--- config.mk ---
export PLATFORM = sky130hd
export DESIGN_NAME = pfm_ctrl
export DESIGN_NICKNAME = d
export VERILOG_FILES = /design/src/rtl/pfm_pkg.sv /design/src/rtl/pfm_ctrl.sv
export VERILOG_INCLUDE_DIRS = /design/src /design/src/rtl
export SDC_FILE = /design/constraint.sdc
export NUM_CORES = 1
export LEC_CHECK = 0
export BUFFER_PORTS_ARGS = -buffer_cell sky130_fd_sc_hd__buf_4
export CORE_AREA = 5 5 121 112
export CTS_BUF_LIST = sky130_fd_sc_hd__clkbuf_4
export DETAILED_ROUTE_END_ITERATION = 8
export DIE_AREA = 0 0 126 117
export PLACE_DENSITY = 0.87
export SLEW_MARGIN = 15
export SYNTH_ARGS = -nofsm -noshare
export SYNTH_HDL_FRONTEND = slang
export SYNTH_SLANG_ARGS = --single-unit
--- constraint.sdc ---
create_clock -name aclk -period 9.24 [get_ports aclk]
set_input_delay 1.386 -clock aclk [delete_from_list [all_inputs] [get_ports aclk]]
set_output_delay 1.386 -clock aclk [all_outputs]
set_load 0.1 [all_outputs]
--- src/rtl/paired_fifo_matcher_with_cancel_defines.svh ---
// assertion macros for the paired fifo matcher
// used by the modules that carry concurrent assertions, no other dependencies
`ifndef PAIRED_FIFO_MATCHER_WITH_CANCEL_DEFINES_SVH
`define PAIRED_FIFO_MATCHER_WITH_CANCEL_DEFINES_SVH

// property that must hold at every edge outside reset
`define PFM_ASSERT_ALWAYS(label, clk, rstn, prop, msg) \
    label: assert property (@(posedge clk) disable iff (!rstn) (prop)) else $error(msg);

// same-cycle implication
`define PFM_ASSERT_IMPLY(label, clk, rstn, ante, cons, msg) \
    label: assert property (@(posedge clk) disable iff (!rstn) (ante) |-> (cons)) \
        else $error(msg);

// next-cycle implication
`define PFM_ASSERT_NEXT(label, clk, rstn, ante, cons, msg) \
    label: assert property (@(posedge clk) disable iff (!rstn) (ante) |=> (cons)) \
        else $error(msg);

`endif

--- src/rtl/pfm_pkg.sv ---
// shared types, constants and pointer helpers for the paired fifo matcher
// no dependencies
`timescale 1ns / 1ps
`default_nettype none

package pfm_pkg;

    localparam int QUEUE_DEPTH = 1024;
    localparam int ID_WIDTH    = 16;
    localparam int KIND_W      = 2;
    localparam int STATUS_W    = 2;
    localparam int PTR_MOD     = 2 * QUEUE_DEPTH;
    localparam int PTR_W       = $clog2(PTR_MOD);
    localparam int ADDR_W      = $clog2(QUEUE_DEPTH);

    typedef logic [ID_WIDTH-1:0] id_t;
    typedef logic [PTR_W-1:0]    ptr_t;
    typedef logic [ADDR_W-1:0]   addr_t;

    typedef enum logic [KIND_W-1:0] {
        KIND_ADD_REQ = 2'd0,
        KIND_ADD_SRV = 2'd1,
        KIND_MATCH   = 2'd2,
        KIND_CANCEL  = 2'd3
    } kind_t;

    typedef enum logic [STATUS_W-1:0] {
        STATUS_OK        = 2'd0,
        STATUS_NO_MATCH  = 2'd1,
        STATUS_FULL      = 2'd2,
        STATUS_NOT_FOUND = 2'd3
    } status_t;

    typedef enum logic [2:0] {
        ST_IDLE,
        ST_REQ_RD,
        ST_REQ_CHK,
        ST_SRV_RD,
        ST_SRV_CHK,
        ST_CAN_RD,
        ST_CAN_CHK,
        ST_RESP
    } state_t;

    typedef struct packed {
        status_t status;
        id_t     server_id;
        id_t     requester_id;
    } result_t;

    // one write and one read request to a ring memory
    typedef struct packed {
        logic  we;
        addr_t waddr;
        id_t   wdata;
        addr_t raddr;
    } ram_req_t;

    // pointers count modulo twice the depth
    function automatic ptr_t ptr_inc(input ptr_t p);
        return (p == PTR_W'(PTR_MOD - 1)) ? '0 : p + 1'b1;
    endfunction

    function automatic addr_t ptr_slot(input ptr_t p);
        return (p >= PTR_W'(QUEUE_DEPTH)) ? ADDR_W'(p - PTR_W'(QUEUE_DEPTH)) : ADDR_W'(p);
    endfunction

    function automatic ptr_t ring_count(input ptr_t head, input ptr_t tail);
        logic [PTR_W:0] diff;
        diff = {1'b0, tail} - {1'b0, head};
        if (tail < head) begin
            diff = diff + (PTR_W + 1)'(PTR_MOD);
        end
        return diff[PTR_W-1:0];
    endfunction

endpackage

`default_nettype wire

--- src/rtl/pfm_ctrl.sv ---
// sequencer: pointers, tombstone skipping, cancel search and result build
// depends on pfm_pkg and the assertion macro header; drives two pfm_ram rings
`timescale 1ns / 1ps
`default_nettype none

`include "paired_fifo_matcher_with_cancel_defines.svh"

module pfm_ctrl (
    input  wire logic                          aclk,
    input  wire logic                          aresetn,
    input  wire logic                          s_valid,
    output logic                               s_ready,
    input  wire logic [pfm_pkg::KIND_W-1:0]    s_kind,
    input  wire logic [pfm_pkg::ID_WIDTH-1:0]  s_id,
    output pfm_pkg::ram_req_t                  req_ram,
    input  wire logic [pfm_pkg::ID_WIDTH-1:0]  req_rdata,
    output pfm_pkg::ram_req_t                  srv_ram,
    input  wire logic [pfm_pkg::ID_WIDTH-1:0]  srv_rdata,
    output logic                               res_valid,
    input  wire logic                          res_ready,
    output pfm_pkg::result_t                   res
);
    import pfm_pkg::*;

    state_t  state_reg, state_next;
    ptr_t    rhead_reg, rhead_next;
    ptr_t    rtail_reg, rtail_next;
    ptr_t    shead_reg, shead_next;
    ptr_t    stail_reg, stail_next;
    ptr_t    walk_reg, walk_next;
    id_t     id_reg, id_next;
    id_t     match_req_reg, match_req_next;
    result_t res_reg, res_next;

    ptr_t  rcount;
    ptr_t  scount;
    kind_t kind_in;

    assign rcount  = ring_count(rhead_reg, rtail_reg);
    assign scount  = ring_count(shead_reg, stail_reg);
    assign kind_in = kind_t'(s_kind);

    // next state
    always_comb begin
        state_next = state_reg;
        case (state_reg)
            ST_IDLE: begin
                if (s_valid) begin
                    case (kind_in)
                        KIND_MATCH:  state_next = ST_REQ_RD;
                        KIND_CANCEL: state_next = (s_id == '0) ? ST_RESP : ST_CAN_RD;
                        default:     state_next = ST_RESP;
                    endcase
                end
            end
            ST_REQ_RD:  state_next = (rhead_reg == rtail_reg) ? ST_RESP : ST_REQ_CHK;
            ST_REQ_CHK: state_next = (req_rdata == '0) ? ST_REQ_RD : ST_SRV_RD;
            ST_SRV_RD:  state_next = (shead_reg == stail_reg) ? ST_RESP : ST_SRV_CHK;
            ST_SRV_CHK: state_next = (srv_rdata == '0) ? ST_SRV_RD : ST_RESP;
            ST_CAN_RD:  state_next = (walk_reg == rtail_reg) ? ST_RESP : ST_CAN_CHK;
            ST_CAN_CHK: state_next = (req_rdata == id_reg) ? ST_RESP : ST_CAN_RD;
            ST_RESP: begin
                if (res_ready) begin
                    state_next = ST_IDLE;
                end
            end
            default:    state_next = ST_IDLE;
        endcase
    end

    // outputs and datapath
    always_comb begin
        s_ready        = (state_reg == ST_IDLE);
        res_valid      = (state_reg == ST_RESP);
        res            = res_reg;
        rhead_next     = rhead_reg;
        rtail_next     = rtail_reg;
        shead_next     = shead_reg;
        stail_next     = stail_reg;
        walk_next      = walk_reg;
        id_next        = id_reg;
        match_req_next = match_req_reg;
        res_next       = res_reg;

        req_ram.we     = 1'b0;
        req_ram.waddr  = ptr_slot(rtail_reg);
        req_ram.wdata  = s_id;
        req_ram.raddr  = (state_reg == ST_CAN_RD) ? ptr_slot(walk_reg) : ptr_slot(rhead_reg);
        srv_ram.we     = 1'b0;
        srv_ram.waddr  = ptr_slot(stail_reg);
        srv_ram.wdata  = s_id;
        srv_ram.raddr  = ptr_slot(shead_reg);

        case (state_reg)
            ST_IDLE: begin
                res_next.status       = STATUS_OK;
                res_next.server_id    = '0;
                res_next.requester_id = '0;
                id_next               = s_id;
                walk_next             = rhead_reg;
                if (s_valid) begin
                    case (kind_in)
                        KIND_ADD_REQ: begin
                            if (rcount == PTR_W'(QUEUE_DEPTH)) begin
                                res_next.status = STATUS_FULL;
                            end else begin
                                req_ram.we = 1'b1;
                                rtail_next = ptr_inc(rtail_reg);
                            end
                        end
                        KIND_ADD_SRV: begin
                            if (scount == PTR_W'(QUEUE_DEPTH)) begin
                                res_next.status = STATUS_FULL;
                            end else begin
                                srv_ram.we = 1'b1;
                                stail_next = ptr_inc(stail_reg);
                            end
                        end
                        KIND_CANCEL: begin
                            if (s_id == '0) begin
                                res_next.status = STATUS_NOT_FOUND;
                            end
                        end
                        default: ;
                    endcase
                end
            end
            ST_REQ_RD: begin
                if (rhead_reg == rtail_reg) begin
                    res_next.status = STATUS_NO_MATCH;
                end
            end
            ST_REQ_CHK: begin
                if (req_rdata == '0) begin
                    rhead_next = ptr_inc(rhead_reg);
                end else begin
                    match_req_next = req_rdata;
                end
            end
            ST_SRV_RD: begin
                if (shead_reg == stail_reg) begin
                    res_next.status = STATUS_NO_MATCH;
                end
            end
            ST_SRV_CHK: begin
                if (srv_rdata == '0) begin
                    shead_next = ptr_inc(shead_reg);
                end else begin
                    // pop both heads and leave tombstones behind
                    req_ram.we            = 1'b1;
                    req_ram.waddr         = ptr_slot(rhead_reg);
                    req_ram.wdata         = '0;
                    srv_ram.we            = 1'b1;
                    srv_ram.waddr         = ptr_slot(shead_reg);
                    srv_ram.wdata         = '0;
                    rhead_next            = ptr_inc(rhead_reg);
                    shead_next            = ptr_inc(shead_reg);
                    res_next.status       = STATUS_OK;
                    res_next.server_id    = srv_rdata;
                    res_next.requester_id = match_req_reg;
                end
            end
            ST_CAN_RD: begin
                if (walk_reg == rtail_reg) begin
                    res_next.status = STATUS_NOT_FOUND;
                end
            end
            ST_CAN_CHK: begin
                if (req_rdata == id_reg) begin
                    req_ram.we      = 1'b1;
                    req_ram.waddr   = ptr_slot(walk_reg);
                    req_ram.wdata   = '0;
                    res_next.status = STATUS_OK;
                end else begin
                    walk_next = ptr_inc(walk_reg);
                end
            end
            default: ;
        endcase
    end

    always_ff @(posedge aclk) begin
        if (!aresetn) begin
            state_reg <= ST_IDLE;
            rhead_reg <= '0;
            rtail_reg <= '0;
            shead_reg <= '0;
            stail_reg <= '0;
        end else begin
            state_reg <= state_next;
            rhead_reg <= rhead_next;
            rtail_reg <= rtail_next;
            shead_reg <= shead_next;
            stail_reg <= stail_next;
        end
    end

    always_ff @(posedge aclk) begin
        walk_reg      <= walk_next;
        id_reg        <= id_next;
        match_req_reg <= match_req_next;
        res_reg       <= res_next;
    end

    `PFM_ASSERT_ALWAYS(a_req_occupancy, aclk, aresetn, rcount <= PTR_W'(QUEUE_DEPTH), "requester ring over depth")
    `PFM_ASSERT_ALWAYS(a_srv_occupancy, aclk, aresetn, scount <= PTR_W'(QUEUE_DEPTH), "server ring over depth")
    `PFM_ASSERT_NEXT(a_match_ids, aclk, aresetn, state_reg == ST_SRV_CHK && srv_rdata != '0, res_valid && res.server_id != '0 && res.requester_id != '0, "match without live ids")
    `PFM_ASSERT_NEXT(a_resp_release, aclk, aresetn, state_reg == ST_RESP && res_ready, state_reg == ST_IDLE, "result taken but sequencer not idle")

endmodule

`default_nettype wire
Word-level counts from Yosys, hierarchy flattened
Cells that the tools add are included.
{"block": "word_totals", "ff_bits": 124, "output_inout_bits": 110, "elab_cells": 136}
{"block": "op_classes", "n_addsub": 14, "order_cmp": 7, "n_eq_ne": 30, "muxes": 54, "bitwise": 3, "n_reduce_logical": 17}
{"cell": "11-bit two-way mux", "count": 10}
{"cell": "27-bit two-way mux", "count": 3}
{"cell": "11-bit by 1-bit adder with 11-bit output (second input constant)", "count": 7}
{"cell": "11-bit == test (second input constant)", "count": 7}
{"cell": "32-bit case mux with 2 select lines", "count": 1}
{"cell": "10-bit two-way mux", "count": 6}
{"cell": "11-bit >= comparator (second input constant)", "count": 5}
{"cell": "26-bit case mux with 2 select lines", "count": 1}
{"cell": "10-bit by 1-bit subtractor with 10-bit output (second input constant)", "count": 5}
{"cell": "16-bit logical NOT", "count": 3}
{"cell": "11-bit case mux with 2 select lines", "count": 2}
{"cell": "34-bit two-way mux", "count": 1}
{"cell": "11-bit == test", "count": 3}
{"cell": "26-bit two-way mux", "count": 1}
{"cell": "2-bit two-way mux", "count": 12}
{"cell": "3-bit case mux with 8 select lines", "count": 1}
{"cell": "11-bit less-than comparator", "count": 2}
{"cell": "11-bit subtractor", "count": 2}
{"cell": "16-bit == test", "count": 1}
{"cell": "2-bit inequality test (second input constant)", "count": 7}
{"cell": "3-bit == test (second input constant)", "count": 4}
{"cell": "3-bit two-way mux", "count": 4}
{"cell": "2-bit case mux with 6 select lines", "count": 1}
{"cell": "2-bit AND reduction", "count": 4}
{"cell": "other kinds (18)", "count": 32}

Depth between registers and ports, before layout
Gate-level depths: netlist of run 1.
{"block": "depth", "word_depth": 8, "mapped_depth": 13}

Worst setup path before layout of run 1
Ideal clock, no wire load.
{"block": "synth_timing", "kind": "input to output", "startpoint": "input port srv_rdata[10] (netlist name)", "endpoint": "output port srv_ram[26] (netlist name)", "arrival_ns": 4.326, "required_time_ns": 7.854, "setup_slack_ns": 3.528, "cell_stages": 5, "path_buffers": 1, "cell_sequence": "nor4_1 > nand4_1 > and2_1 > clkbuf_1 > o21ai_0"}
{"element": "start, declared", "line": "pfm_ctrl.sv:18", "rtl": "input wire logic [pfm_pkg::ID_WIDTH-1:0] srv_rdata,"}
{"element": "end, declared", "line": "pfm_ctrl.sv:17", "rtl": "output pfm_pkg::ram_req_t srv_ram,"}

==> results.json, run 1 <==
{
  "status": "complete, no violations",
  "drv.max_cap_violation_count": 0,
  "grt_pass1_vias": 5750,
  "asyncSetResetFlopFracSynth_pct": 0,
  "cts.hold.buffers_added": 0,
  "firstDrtPassIters": 6,
  "global_route.overflow_total": 0,
  "worst-setup-path-type": "in2out",
  "grt_antenna_before_repair": 0,
  "die_width_um": 126,
  "total_chip_power_uw": 2410,
  "syn_inst": 762,
  "synthesis.area_per_instance_sq_um": 9.497,
  "skew_ps": 19.01,
  "placed_area_sq_um": 8502,
  "power_density_nw_per_um2": 274.5,
  "clk_pin_slew_worst_paths_ps": 120,
  "totalWireLength_mm": 18.91,
  "clock_latency_on_the_worst_skew_pair_ps": 560,
  "cts_inserted_buffers": 17,
  "timing.hold.worst.class": "reg2reg",
  "design.core.area_sq_um": 12300,
  "finish.utilization_pct": 71.41,
  "iter_0_drt_violations": 544,
  "netlist_area_sq_um": 7237,
  "setup.worst_path.start_class": "input pin",
  "syn-num-nets": 841,
  "gr-usage-all-layers_pct": 25.55,
  "finalSetupViolCount": 0,
  "finalMaxSlewViolations": 0,
  "synth-main-ff-cell": "sky130_fd_sc_hd__edfxtp_1",
  "max-slew-margin-rel_pct": 27.43,
  "grt_setup_unrepaired": "false",
  "ir_worst_vdd_mv": 0.1307,
  "die_area_sq_um": 14740,
  "finalSetupTns_ps": 0,
  "drt_drc_violations_left": 0,
  "num-nets-final": 991,
  "synthTopCellsByArea": "sky130_fd_sc_hd__edfxtp_1 32%, sky130_fd_sc_hd__dfxtp_1 13%, sky130_fd_sc_hd__and2_1 6.0%",
  "chipHeight_um": 117,
  "cts_root_buffer": "sky130_fd_sc_hd__clkbuf_4",
  "worst-slew-pin-transition_ps": 1086,
  "synthDistinctLibCells": 67,
  "synthDominantAreaCellType": "sky130_fd_sc_hd__edfxtp_1",
  "synth_enable_flop_cells": 77,
  "tritoncts": "done",
  "grt_max_degree": 42,
  "cts_htree_levels": 4,
  "max_freq_mhz": 191.0,
  "top_level_ports": 164,
  "wire_per_inst_um": 17.36,
  "clock_path_buffers": 2,
  "p_leak_uw": 0.003641,
  "cp.arrival_ps": 3850,
  "num_rows": 39,
  "yosysSeqAreaShare_pct": 44.95,
  "diodes": 0,
  "postCtsSetupRepairBufs": 0,
  "postSynthRegisterBits": 124,
  "critical_path_required_ps": 7850,
  "detail-route-antenna-nets": 0,
  "post_drt_via_cell_ratio": 5.788,
  "fin_crit_ps": 5234,
  "gp_congestion": 0.8746,
  "yosys-top-cells-count": "77 x sky130_fd_sc_hd__edfxtp_1, 70 x sky130_fd_sc_hd__nand2_1, 69 x sky130_fd_sc_hd__and2_1",
  "layout_cell_share_with_drive_strength_beyond_1_pct": 25.41,
  "endpoint_kind": "output port",
  "initial_standard_cell_utilization_of_the_core_pct": 58.85,
  "port_buffer_cells": 163,
  "ctsResizeCount": 0,
  "post_route_standard_cell_area_excluding_fillers_sq_um": 8781,
  "largest_register_ffs": 34,
  "post-route-period-util_pct": 56.65,
  "yosys_warnings": 0,
  "routed_via_count": 6303,
  "detailed_place_hpwl_mm": 14.26,
  "final_hold_viol_count": 0,
  "syn_to_final_growth_pct": 21.33,
  "crit_path_max_fanout": 10,
  "synth_top_area_share_pct": 31.95,
  "tritoncts_num_sinks": 124,
  "post-synth-top-count-cell": "sky130_fd_sc_hd__edfxtp_1",
  "first_pass_grt_wire_length_mm": 29.81
}
final timing paths:
check	start	depth (start not counted)	to	slack [ps]
worst max-delay path	req_rdata[12]	8	req_ram[26]	4010
worst min-delay path	match_req_reg[9]	1	res[9]	520
worst max register to register	state_reg[0]	9	rhead_reg[5]	5490
worst min register to register	match_req_reg[9]	1	res[9]	520
metal layers:
layer / vias to the layer above / global-route usage (%) / routed length, um
li1: 3052 / - / -
met2: 278 / 42.29 / 9164
met5: - / 0 / 0
met3: 27 / 6.125 / 1565
met4: 0 / 9.221 / 354
met1: 2946 / 33.20 / 7820
per-stage QoR:
stage / worst slack [ps] / hold slack [ps] / cells
after floorplan: 3528 / 476.8 / 762
after global placement: 4300 / 498.8 / 1057
after detailed placement: 4137 / 502.4 / 1057
after CTS: 4080 / 525.0 / 1089
after global routing: 3890 / 546.4 / 1089
final: 4006 / 515.7 / 1089
worst max-delay path, stage by stage:
cell and delay (ps):
sky130_fd_sc_hd__buf_4 130, sky130_fd_sc_hd__xor2_1 160, sky130_fd_sc_hd__nor4_1 490, sky130_fd_sc_hd__nand4_1 370, sky130_fd_sc_hd__nor2_1 730, sky130_fd_sc_hd__a222oi_1 180, sky130_fd_sc_hd__inv_1 110, sky130_fd_sc_hd__buf_4 290
cell families (layout without fill, tap and decap cells):
group	Yosys count	in the layout	share of synthesized area, %
xor+xnor	62	62	7.503
compound gates	140	140	13.02
buf+inv	83	246	5.325
simple gates	314	314	22.72
mux	14	14	2.161
fa+ha+maj	25	25	4.322
flops	124	124	44.95
area by class of cell:
| class | count | area (sq um) |
|---|---|---|
| clock inverter | 14 | 143.9 |
| fill | 948 | 3516 |
| multi-input combinational | 555 | 3606 |
| sequential | 124 | 3253 |
| tap | 164 | 205.2 |
| timing repair buffer | 169 | 1269 |
| clock buffer | 18 | 135.1 |
| inverter | 45 | 168.9 |
placed cells by master, fill, tap and decap left out, types with 6 or more instances in the layout:
cell | Yosys | final
sky130_fd_sc_hd__buf_4 | 10 | 169
sky130_fd_sc_hd__edfxtp_1 | 77 | 77
sky130_fd_sc_hd__nand2_1 | 70 | 70
sky130_fd_sc_hd__and2_1 | 69 | 69
sky130_fd_sc_hd__nor2_1 | 60 | 59
sky130_fd_sc_hd__dfxtp_1 | 47 | 47
sky130_fd_sc_hd__inv_1 | 45 | 45
sky130_fd_sc_hd__xor2_1 | 37 | 37
sky130_fd_sc_hd__o21ai_0 | 36 | 36
sky130_fd_sc_hd__a21oi_1 | 33 | 33
sky130_fd_sc_hd__xnor2_1 | 25 | 25
sky130_fd_sc_hd__ha_1 | 25 | 25
sky130_fd_sc_hd__nor4_1 | 21 | 21
sky130_fd_sc_hd__clkbuf_4 | 0 | 18
sky130_fd_sc_hd__nand4_1 | 17 | 17
sky130_fd_sc_hd__nand3_1 | 16 | 16
sky130_fd_sc_hd__nor3_1 | 13 | 12
sky130_fd_sc_hd__a222oi_1 | 10 | 10
sky130_fd_sc_hd__mux2_2 | 10 | 10
sky130_fd_sc_hd__o31ai_1 | 9 | 9
sky130_fd_sc_hd__and3_1 | 8 | 8
sky130_fd_sc_hd__or3_1 | 8 | 8
sky130_fd_sc_hd__nand2b_1 | 6 | 6
sky130_fd_sc_hd__o21ai_1 | 6 | 6
where the power goes:
| part | total [uW] | switching [uW] | internal (uW) | leakage, uW |
|---|---|---|---|---|
| Combinational | 1210 | 944 | 265 | 0.00236 |
| Clock | 376 | 213 | 163 | 0.000144 |
| Sequential | 825 | 88.8 | 736 | 0.00114 |
(Power assumes the default switching activity.)
==> run 2, diff against run 1 <==
- ABC_AREA: default -> 1
- CORE_AREA: 5 5 121 112 -> 5 5 131 120
- DIE_AREA: 0 0 126 117 -> 0 0 136 125
- PLACE_DENSITY: 0.87 -> 0.82
- clock period: 9.24 -> 5.05 ns (I/O delays scaled with it)
==> run 2 against run 1 <==
First-iteration DRC count grew 53%. Utilization fell by 4.3 points. Non-clock buffer count up 1. Register-to-register slack lost 3100 ps. Routed wire length is 14% higher. Global-route usage fell by 0.53 points. Combinational power grew to 2.6 times the previous value. Clock power rose by 82%. Hold slack got worse by 140 ps. Largest power group unchanged. Highest routed layer unchanged.
==> results.json, run 2 <==
{
  "area_of_the_multi_input_gates_sq_um": 3890,
  "drt_drc_violations_left": 0,
  "clk_pin_slew_worst_paths_ps": 130,
  "num-nets-final": 1302,
  "top_level_ports": 164,
  "grt_util_met1_pct": 34.57,
  "layout_cell_share_with_drive_strength_beyond_1_pct": 21.84,
  "timing.hold.worst_endpoint": "id_reg[9]",
  "iter_0_drt_violations": 831,
  "grt.met3_usage_pct": 5.663,
  "synthTopCellsByArea": "sky130_fd_sc_hd__edfxtp_1 29%, sky130_fd_sc_hd__dfxtp_1 12%, sky130_fd_sc_hd__nand2_1 9.5%",
  "cts_inserted_buffers": 17,
  "power_density_nw_per_um2": 570.1,
  "detailed_place_hpwl_mm": 16.92,
  "grt-busiest-layer": "met2",
  "finalSetupViolCount": 0,
  "endpoint_kind": "output port",
  "synth_top_area_share_pct": 28.75,
  "finalSetupTns_ps": 0,
  "initial_standard_cell_utilization_of_the_core_pct": 56.05,
  "critical_path_required_ps": 4290,
  "worst_path_most_repeated_cell": "sky130_fd_sc_hd__inv_2",
  "reg2regPathDepth": 14,
  "worst-slew-pin-transition_ps": 1078,
  "crit_path_max_delay_cell_type": "sky130_fd_sc_hd__dfxtp_1",
  "skew_ps": 16.33,
  "global_route_met2_usage_pct": 39.09,
  "synth_enable_flop_cells": 77,
  "final_common_cell": "sky130_fd_sc_hd__nand2_1",
  "grt_max_degree": 40,
  "total_chip_power_uw": 5485,
  "post_drt_via_cell_ratio": 5.307,
  "netlist_area_sq_um": 8041,
  "fin_crit_ps": 4196,
  "firstDrtPassIters": 6,
  "crit_path_max_fanout": 39,
  "yosys-top-cells-count": "203 x sky130_fd_sc_hd__nand2_1, 177 x sky130_fd_sc_hd__inv_1, 143 x sky130_fd_sc_hd__nor2_1",
  "gp_congestion": 0.9364,
  "r2r_slack_ps": 2430,
  "worst-setup-path-type": "reg2out",
  "critical_path.reg2reg.startpoint": "shead_reg[8]",
  "placed_area_sq_um": 9346,
  "synth-main-ff-cell": "sky130_fd_sc_hd__edfxtp_1",
  "num_rows": 42,
  "cp_cell_sequence": "nor2_2 -> nand2_1 -> buf_4 -> inv_2 -> nand2_2 -> inv_2 -> nor2_1 -> inv_2 -> o21ai_0 -> buf_4",
  "rr_endpoint": "stail_reg[1]",
  "chipHeight_um": 125,
  "asyncSetResetFlopFracSynth_pct": 0,
  "postSynthRegisterBits": 124,
  "detail-route-antenna-nets": 0,
  "post-synth-top-count-cell": "sky130_fd_sc_hd__nand2_1",
  "worst_slack_ps": 854.4,
  "routed_via_count": 7616,
  "yosys_warnings": 0,
  "die_area_sq_um": 17000,
  "post-route-period-util_pct": 83.08,
  "max-slew-margin-rel_pct": 28.05,
  "fillCellCount": 1229,
  "placement.setup.worst_slack_ps": 1257,
  "syn-num-nets": 1153,
  "max_freq_mhz": 238.3,
  "cp.arrival_ps": 3440,
  "ctsResizeCount": 0,
  "min-delay-start": "s_id[9]",
  "port_buffer_cells": 163,
  "status": "complete, no violations",
  "drv.max_cap_violation_count": 0,
  "cts.hold.buffers_added": 0,
  "clock_latency_on_the_worst_skew_pair_ps": 560,
  "die_width_um": 136,
  "p_leak_uw": 0.004481,
  "finish.utilization_pct": 67.07,
  "postCtsSetupRepairBufs": 0,
  "ir_worst_vdd_mv": 0.3566,
  "clock_path_buffers": 2,
  "cts_root_buffer": "sky130_fd_sc_hd__clkbuf_4",
  "tritoncts": "done",
  "timing.hold.worst.class": "in2reg",
  "grt_setup_unrepaired": "false",
  "final_hold_viol_count": 0,
  "tritoncts_num_sinks": 124,
  "first_pass_grt_wire_length_mm": 34.11,
  "syn_to_final_growth_pct": 19.65,
  "grt_pass1_vias": 6674,
  "hold-path-cell-count": 1,
  "synthesis.area_per_instance_sq_um": 7.487,
  "setup.worst_path.start_class": "flip-flop",
  "ff_latch_area_sq_um": 3253,
  "synthDistinctLibCells": 47,
  "cpPeakStageDelay_ps": 460,
  "cts_htree_levels": 4,
  "finalMaxSlewViolations": 0,
  "grt_antenna_before_repair": 1,
  "design.core.area_sq_um": 14350,
  "synthDominantAreaCellType": "sky130_fd_sc_hd__edfxtp_1",
  "largest_register_ffs": 34,
  "gr-usage-all-layers_pct": 25.02,
  "final_cell_mix": "203 x sky130_fd_sc_hd__nand2_1, 177 x sky130_fd_sc_hd__inv_1, 170 x sky130_fd_sc_hd__buf_4, 143 x sky130_fd_sc_hd__nor2_1, 79 x sky130_fd_sc_hd__nand3_1",
  "yosysSeqAreaShare_pct": 40.45,
  "syn_inst": 1074,
  "post_route_standard_cell_area_excluding_fillers_sq_um": 9622,
  "global_route.overflow_total": 0,
  "wire_per_inst_um": 15.05,
  "totalWireLength_mm": 21.60
}
run 2: how the worst max path moves through the flow:
stage | start | end | slack, ps | depth (start not counted)
6_report | state_reg[1] | req_ram[29] | 850 | 10
4_1_cts | state_reg[1] | req_ram[29] | 850 | 10
2_1_floorplan | req_rdata[12] | req_ram[26] | 630 | 9
3_3_place_gp | srv_rdata[14] | req_ram[26] | 1390 | 11
3_5_place_dp | srv_rdata[15] | req_ram[30] | 1260 | 11
5_1_grt | state_reg[1] | req_ram[29] | 530 | 10
run 2: report_power, final:
part / leakage (uW) / total, uW / switching (uW) / internal, uW
sequential: 0.00114 / 1620 / 169 / 1450
combinational: 0.00320 / 3190 / 2550 / 633
clock: 0.000140 / 683 / 423 / 260
total: 0.00448 / 5490 / 3140 / 2340
run 2: metal layers:
metal	part of all wire (%)	vias to the layer above
li1	-	3786
met1	43	3443
met2	46	336
met3	8.7	51
met4	2.7	0
met5	0	-
run 2: per-stage QoR:
step                std cells  hold WS [ps]
floorplan                1074         467.7
global placement         1402         486.6
detailed placement       1402         493.4
CTS                      1434         361.7
global route             1435         343.3
finish                   1435         379.4
run 2: cell families after synthesis:
family                   after synthesis  share of synthesized area (%)
buffers and inverters                221                          11.31
flip-flops                           124                          40.45
AND/OR/NAND/NOR                      532                          29.67
AO/OA/AOI/OAI                        126                          9.662
adder cells (fa/ha/maj)               25                          3.890
XOR/XNOR                              46                          5.010
run 2: worst max-delay path, delay by kind of cell (launching register included):
family / cells / cell delay (ps)
DFF: 1 / 460
and+or+nand+nor: 4 / 780
AOI/OAI and AO/OA: 1 / 260
buffers and inverters: 5 / 1370
run 2: final cells by class:
type	instances	share of cell area (%)
well taps	198	2.575
diodes	1	0.02601
clock inverters	14	1.430
clock buffers	18	1.404
multi-input cells	729	40.43
flip-flops and latches	124	33.81
inverters	181	7.061
repair buffers	170	13.26
